### src/design/mrb_pkg.sv
package mrb_pkg;

  localparam int LVL_W = 7;
  localparam logic [LVL_W-1:0] NO_LEVEL = 7'd127;

  localparam logic [255:0] SHA_IV = {
    32'h6a09e667, 32'hbb67ae85, 32'h3c6ef372, 32'ha54ff53a,
    32'h510e527f, 32'h9b05688c, 32'h1f83d9ab, 32'h5be0cd19
  };

  localparam logic [31:0] SHA_K [64] = '{
    32'h428a2f98, 32'h71374491, 32'hb5c0fbcf, 32'he9b5dba5,
    32'h3956c25b, 32'h59f111f1, 32'h923f82a4, 32'hab1c5ed5,
    32'hd807aa98, 32'h12835b01, 32'h243185be, 32'h550c7dc3,
    32'h72be5d74, 32'h80deb1fe, 32'h9bdc06a7, 32'hc19bf174,
    32'he49b69c1, 32'hefbe4786, 32'h0fc19dc6, 32'h240ca1cc,
    32'h2de92c6f, 32'h4a7484aa, 32'h5cb0a9dc, 32'h76f988da,
    32'h983e5152, 32'ha831c66d, 32'hb00327c8, 32'hbf597fc7,
    32'hc6e00bf3, 32'hd5a79147, 32'h06ca6351, 32'h14292967,
    32'h27b70a85, 32'h2e1b2138, 32'h4d2c6dfc, 32'h53380d13,
    32'h650a7354, 32'h766a0abb, 32'h81c2c92e, 32'h92722c85,
    32'ha2bfe8a1, 32'ha81a664b, 32'hc24b8b70, 32'hc76c51a3,
    32'hd192e819, 32'hd6990624, 32'hf40e3585, 32'h106aa070,
    32'h19a4c116, 32'h1e376c08, 32'h2748774c, 32'h34b0bcb5,
    32'h391c0cb3, 32'h4ed8aa4a, 32'h5b9cca4f, 32'h682e6ff3,
    32'h748f82ee, 32'h78a5636f, 32'h84c87814, 32'h8cc70208,
    32'h90befffa, 32'ha4506ceb, 32'hbef9a3f7, 32'hc67178f2
  };

  // Second block of a 64-byte message: pad byte, zeros, bit length 512.
  localparam logic [511:0] MERGE_PAD = {8'h80, 440'd0, 64'd512};

  typedef struct packed {
    logic busy;
    logic done;
  } sha_stat_t;

  function automatic logic [31:0] rotr(input logic [31:0] x, input int unsigned n);
    return (x >> n) | (x << (32 - n));
  endfunction

  // Byte i of a hash word set moves to byte position 31-i (message order).
  function automatic logic [255:0] bswap256(input logic [255:0] x);
    logic [255:0] r;
    for (int i = 0; i < 32; i++) begin
      r[8*i +: 8] = x[255-8*i -: 8];
    end
    return r;
  endfunction

endpackage

### src/design/mrb_sha_core.sv
module mrb_sha_core
  import mrb_pkg::*;
(
  input  logic         clk,
  input  logic         rst,
  input  logic         start,
  input  logic [511:0] blk,
  input  logic [255:0] init,
  output sha_stat_t    stat,
  output logic [255:0] digest
);

  logic        busy;
  logic        fin;
  logic        done;
  logic [5:0]  rnd;
  logic [31:0] w [16];
  logic [31:0] v [8];
  logic [31:0] h0 [8];
  logic [31:0] t1;
  logic [31:0] t2;
  logic [31:0] w_next;

  always_comb begin
    t1 = v[7] + (rotr(v[4], 6) ^ rotr(v[4], 11) ^ rotr(v[4], 25))
       + ((v[4] & v[5]) ^ (~v[4] & v[6])) + SHA_K[rnd] + w[0];
    t2 = (rotr(v[0], 2) ^ rotr(v[0], 13) ^ rotr(v[0], 22))
       + ((v[0] & v[1]) ^ (v[0] & v[2]) ^ (v[1] & v[2]));
    w_next = w[0] + (rotr(w[1], 7) ^ rotr(w[1], 18) ^ (w[1] >> 3)) + w[9]
           + (rotr(w[14], 17) ^ rotr(w[14], 19) ^ (w[14] >> 10));
  end

  always_ff @(posedge clk) begin
    if (rst) begin
      busy <= 1'b0;
      fin  <= 1'b0;
      done <= 1'b0;
    end else begin
      done <= 1'b0;
      if (start) begin
        busy <= 1'b1;
      end else if (busy) begin
        if (rnd == 6'd63) begin
          busy <= 1'b0;
          fin  <= 1'b1;
        end
      end else if (fin) begin
        fin  <= 1'b0;
        done <= 1'b1;
      end
    end
  end

  always_ff @(posedge clk) begin
    if (start) begin
      rnd <= '0;
      for (int j = 0; j < 16; j++) begin
        w[j] <= blk[511-32*j -: 32];
      end
      for (int j = 0; j < 8; j++) begin
        v[j]  <= init[255-32*j -: 32];
        h0[j] <= init[255-32*j -: 32];
      end
    end else if (busy) begin
      rnd <= rnd + 6'd1;
      for (int j = 0; j < 15; j++) begin
        w[j] <= w[j+1];
      end
      w[15] <= w_next;
      v[7] <= v[6];
      v[6] <= v[5];
      v[5] <= v[4];
      v[4] <= v[3] + t1;
      v[3] <= v[2];
      v[2] <= v[1];
      v[1] <= v[0];
      v[0] <= t1 + t2;
    end else if (fin) begin
      for (int j = 0; j < 8; j++) begin
        digest[255-32*j -: 32] <= h0[j] + v[j];
      end
    end
  end

  assign stat.busy = busy | fin;
  assign stat.done = done;

endmodule

### config.mk
export PLATFORM = sky130hd
export DESIGN_NAME = mrb_sha_core
export DESIGN_NICKNAME = d
export VERILOG_FILES = /design/src/design/mrb_pkg.sv /design/src/design/mrb_sha_core.sv
export SDC_FILE = /design/constraint.sdc
export NUM_CORES = 2
export LEC_CHECK = 0
export ABC_AREA = 1
export BUFFER_PORTS_ARGS = -buffer_cell sky130_fd_sc_hd__clkbuf_2
export CAP_MARGIN = 20
export CORE_AREA = 4 4 395 397
export CTS_BUF_LIST = sky130_fd_sc_hd__clkbuf_16
export CTS_CLUSTER_DIAMETER = 80
export DETAILED_ROUTE_END_ITERATION = 16
export DIE_AREA = 0 0 399 401
export PLACE_DENSITY = 0.7
export SLEW_MARGIN = 0
export SYNTH_ARGS = -nofsm -noshare
export SYNTH_HDL_FRONTEND = slang
export SYNTH_SLANG_ARGS = --single-unit
### constraint.sdc
create_clock -name clk -period 108.4 [get_ports clk]
set_input_delay 10.84 -clock clk [delete_from_list [all_inputs] [get_ports clk]]
set_output_delay 10.84 -clock clk [all_outputs]
set_load 0.01 [all_outputs]
# [After elaboration in Yosys (flattened, before gate mapping)]
# Memories as Yosys holds them, arrays and structs flattened.
# Cells that the tools add are included.
[classes] add_sub_neg=19 order_cmp=1 n_eq_ne=2 mux=37 bitwise=55 n_reduce_logical=3
[op_table] op="2-to-1 mux 32 bit" count=26
[op_table] op="adder 32 bit" count=18
[op_table] op="bitwise XOR 32 bit" count=9
[op_table] op="AND 32 bit" count=5
[op_table] op="inverter 32 bit" count=1
[op_table] op="bitwise OR 10 x 32 -> 32 bit" count=1
[op_table] op="bitwise OR 13 x 32 -> 32 bit" count=1
[op_table] op="bitwise OR 14 x 32 -> 32 bit" count=1
[op_table] op="bitwise OR 15 x 32 -> 32 bit" count=1
[op_table] op="bitwise OR 19 x 32 -> 32 bit" count=1
[op_table] op="bitwise OR 21 x 32 -> 32 bit" count=1
[op_table] op="bitwise OR 25 x 32 -> 32 bit" count=1
[op_table] op="bitwise OR 26 x 32 -> 32 bit" count=1
[op_table] op="bitwise OR 30 x 32 -> 32 bit" count=1
[op_table] op="bitwise OR 7 x 32 -> 32 bit" count=1
[op_table] op="bitwise XOR 32 x 22 -> 32 bit" count=1
[op_table] op="bitwise XOR 32 x 29 -> 32 bit" count=1
[op_table] op="bitwise OR 1 bit" count=25
[op_table] op="2-to-1 mux 1 bit" count=11
[op_table] op="greater-or-equal comparator 7 bit (second input constant)" count=1
[op_table] op="inverter 6 -> 7 bit" count=1
[op_table] op="adder 6 x 1 -> 6 bit (second input constant)" count=1
[op_table] op="== test 6 bit (second input constant)" count=1
[op_table] op="AND reduction 3 bit" count=1
[op_table] op="other kinds (4)" count=5
[totals] reg_bits=265 ram_bits=1024 mem_bits_ro=2048 inputBits=771 out_inout_bits=258 word_cells=126 memories=4
[memory_table] name="(name not given)" depth=64 word_bits=32 read_ports=1 rd_ports_with_merged_regs=0 write_ports=0 line="mrb_sha_core.sv:26" text="+ ((v[4] & v[5]) ^ (~v[4] & v[6])) + SHA_K[rnd] + w[0];"
[memory_table] name="w" depth=16 word_bits=32 read_ports=16 rd_ports_with_merged_regs=0 write_ports=16 line="mrb_sha_core.sv:17" text="logic [31:0] w [16];"
[memory_table] name="h0" depth=8 word_bits=32 read_ports=8 rd_ports_with_merged_regs=0 write_ports=8 line="mrb_sha_core.sv:19" text="logic [31:0] h0 [8];"
[memory_table] name="v" depth=8 word_bits=32 read_ports=8 rd_ports_with_merged_regs=0 write_ports=8 line="mrb_sha_core.sv:18" text="logic [31:0] v [8];"

# [Logic depth before layout (Yosys ltp)]
# An unclocked memory read counts as a cell.
[logic_depth] ltp_word=10 depth_mapped=47 depth_no_buf=46

# [Worst setup path after synthesis]
# OpenSTA, ideal clock, no wires.
[synth_path] kind="in2reg" start="in start" end="reg digest[0], enable pin" setup_ns=6.763 t_arrival_ns=78.143 t_required_ns=101.637 path_slack_ns=23.494 cell_stages=4 n_path_buf=1 cell_sequence="buf_2 > inv_1 > nand2_1 > nor2_1"
[synth_via] elab_chain_cells=2
[synth_rtl] element="from (decl)" line="mrb_sha_core.sv:6" text="input logic start,"
[synth_rtl] element="inverter 1 bit (no source line)"
[synth_rtl] element="AND reduction 3 bit (no source line)"
[synth_rtl] element="to (signal, indexed assignment)" line="mrb_sha_core.sv:80" text="digest[255-32*j -: 32] <= h0[j] + v[j];"
[synth_rtl] element="to (decl)" line="mrb_sha_core.sv:10" text="output logic [255:0] digest"
# Every way passes these cells.
# A chain may end at the register's enable or synchronous reset.

==> flow_summary.json <==
{
  "cts_setup_buffers": 0,
  "drc": 0,
  "synth-edff-count": 1280,
  "fp-row-count": 143,
  "cts_buffers": 143,
  "setup_viol": 0,
  "ctsLongestPathBuffers": 3,
  "grt_usage": 0.386,
  "relSlewSlack": 0.224,
  "avgViaCountPerCell": 5.74,
  "mostFrequentLayoutCells": "nand2_1, edfxtp_1, clkbuf_2",
  "worstPathRequired_ns": 108.82,
  "setup-tns-final_ns": 0,
  "hold_end": "w[12][4]",
  "max_clock_freq_ghz": 0.0643,
  "fp.dieW_um": 399,
  "hp-start": "w[13][4]",
  "final_common_cell": "nand2_1",
  "ys_ff_latch": 1289,
  "grt_max_degree": 213,
  "end_kind": "flop",
  "tightest_slew_ns": 1.16,
  "synth-async-reset-ratio": 0,
  "startpoint": "start",
  "syn_avg_cell_area_um2": 9.08,
  "start_kind": "input pin",
  "hold_viol_final": 0,
  "vias": 68200,
  "synth_area_leader_cell": "edfxtp_1",
  "syn_area_um2": 79400,
  "final_util": 0.601,
  "synth_flop_cell": "edfxtp_1",
  "core_area_um2": 152000,
  "fillCellCount": 13400,
  "synth_area_leaders": "edfxtp_1, nand2_1, ha_1",
  "clock_latency_ns": 0.81,
  "root_buffer": "clkbuf_16",
  "first_iter_violations": 7799,
  "grt.overflow.total": 0,
  "first_pass_iters": 8,
  "antenna_found_initial": 43,
  "cts_hold_buf": 0,
  "wl_per_cell_um": 26.8,
  "hp-class": "flop to flop",
  "arrival_ns": 15.96,
  "fin_crit_sh": 0.143,
  "dieArea_um2": 160000,
  "layout-drive-gt1-share": 0.146,
  "grt_pass1_vias": 65300,
  "synth_top_area_share": 0.484,
  "r2r-start": "rnd[0]",
  "postRouteAntennaNets": 0,
  "ys_types": 68,
  "synth_seq_area_share": 0.486,
  "cts-htree-levels": 4,
  "start_util": 0.523,
  "slew_violations": 0,
  "syn2layout_area_growth_pct": 14.9,
  "outcome": "complete, no violations",
  "place_congestion": 1.01,
  "min_path_cells": 2,
  "ff2ff_path_depth": 37,
  "rsz0062_at_grt": "no",
  "dp_hpwl_um": 259000,
  "fin_nets": 11100,
  "rrSetupSlack_ns": 98.37,
  "die_h_um": 401,
  "cts_tree": "built",
  "portBuffers": 1028,
  "grt_pass1_wl_um": 445000,
  "register_area_um2": 38600,
  "synth_nets": 10100,
  "clkTransAtPathRegs_ns": 0.06,
  "crit_fanout": 85,
  "io_pins": 1029,
  "r2r-end": "v[0][31]",
  "drt_wl_total_um": 319000,
  "yosys_warnings": 0,
  "cts_resized": 0,
  "synth_cells": 8743,
  "clock_skew_ns": 0.0427,
  "cap_violations": 0,
  "cts.sinks": 1289,
  "path_class": "input pin to flop",
  "multi_input_area_um2": 36400,
  "period_needed_ns": 15.54
}
## through the flow
stage,setup slack (ns),hold slack (ns),cells,cell area [µm²]
after floorplan,23.49,0.462,8743,79400
after global placement,92.27,0.495,11600,86500
after detailed placement,92.13,0.496,11600,86500
after CTS,92.98,0.501,11800,91200
after global routing,92.63,0.527,11900,91300
final,92.86,0.507,11900,91300
## worst max path at each step
| stage | endpoint | slack, ns | depth (start not counted) |
|---|---|---|---|
| 4_1_cts | w[6][21] | 92.98 | 7 |
| 5_1_grt | w[6][21] | 92.63 | 7 |
| 3_5_place_dp | w[7][21] | 92.13 | 7 |
| 3_3_place_gp | w[7][21] | 92.27 | 7 |
| 2_1_floorplan | digest[0] | 23.49 | 4 |
| 6_report | w[6][21] | 92.86 | 7 |
## cells by family after synthesis
logic type | count (synthesis) | synth area share
AO/OA/AOI/OAI | 1304 | 0.0978
XOR/XNOR | 504 | 0.0558
adder cells (fa/ha/maj) | 588 | 0.111
buffers and inverters | 1158 | 0.0559
flip-flops | 1289 | 0.486
multiplexers | 2 | 0.000284
AND/OR/NAND/NOR | 3898 | 0.193
## worst max-delay path, stage by stage
cell	delay, ns
buf_8	0.42
inv_6	0.37
nand2_4	0.54
buf_4	0.84
buf_4	0.76
buf_4	0.91
buf_4	0.92
## area by class of cell
type / count / share of cell area
inverter: 901 / 0.0372
multi-input combinational: 6296 / 0.399
sequential: 1289 / 0.423
clock inverter: 104 / 0.0115
tap: 2030 / 0.0278
antenna: 33 / 0.000905
timing repair buffer: 1075 / 0.0608
clock buffer: 146 / 0.0400
## cells in the mapped netlist, drive strengths merged, types with 2 or more instances
library cell,n
buf,81
mux2,2
o2111ai,11
nor3,85
nor4,15
nand4,26
o22ai,10
a21o,70
nand3,244
a211oi,6
o21bai,58
a31oi,48
o21ai,511
and3,8
nand3b,2
ha,393
o311ai,7
xor2,304
o211ai,28
nor2,421
nor3b,3
edfxtp,1280
o221ai,12
a21oi,462
xnor2,200
clkbuf,176
inv,899
nand2,3066
a31o,4
clkinv,2
dfxtp,9
o31ai,16
a221oi,25
a21boi,20
o21a,7
fa,195
or2,27
## registers in the layout (all words and copies together) (netlist names)
name    cells
w         512
digest    256
h0        256
v         256
rnd         6
busy        1
done        1
fin         1
## layer usage
metal | vias up | share of wire | routed length, µm | GRT usage
li1 | 31000 | - | - | -
met1 | 32500 | 0.38 | 121000 | 0.504
met2 | 3902 | 0.45 | 144000 | 0.601
met3 | 744 | 0.10 | 33100 | 0.0835
met4 | 12 | 0.063 | 20100 | 0.213
met5 | - | 0.00029 | 92 | 0
Power is not shown: default switching activity piles up to over one toggle a cycle in this logic, so the estimate is an artifact.
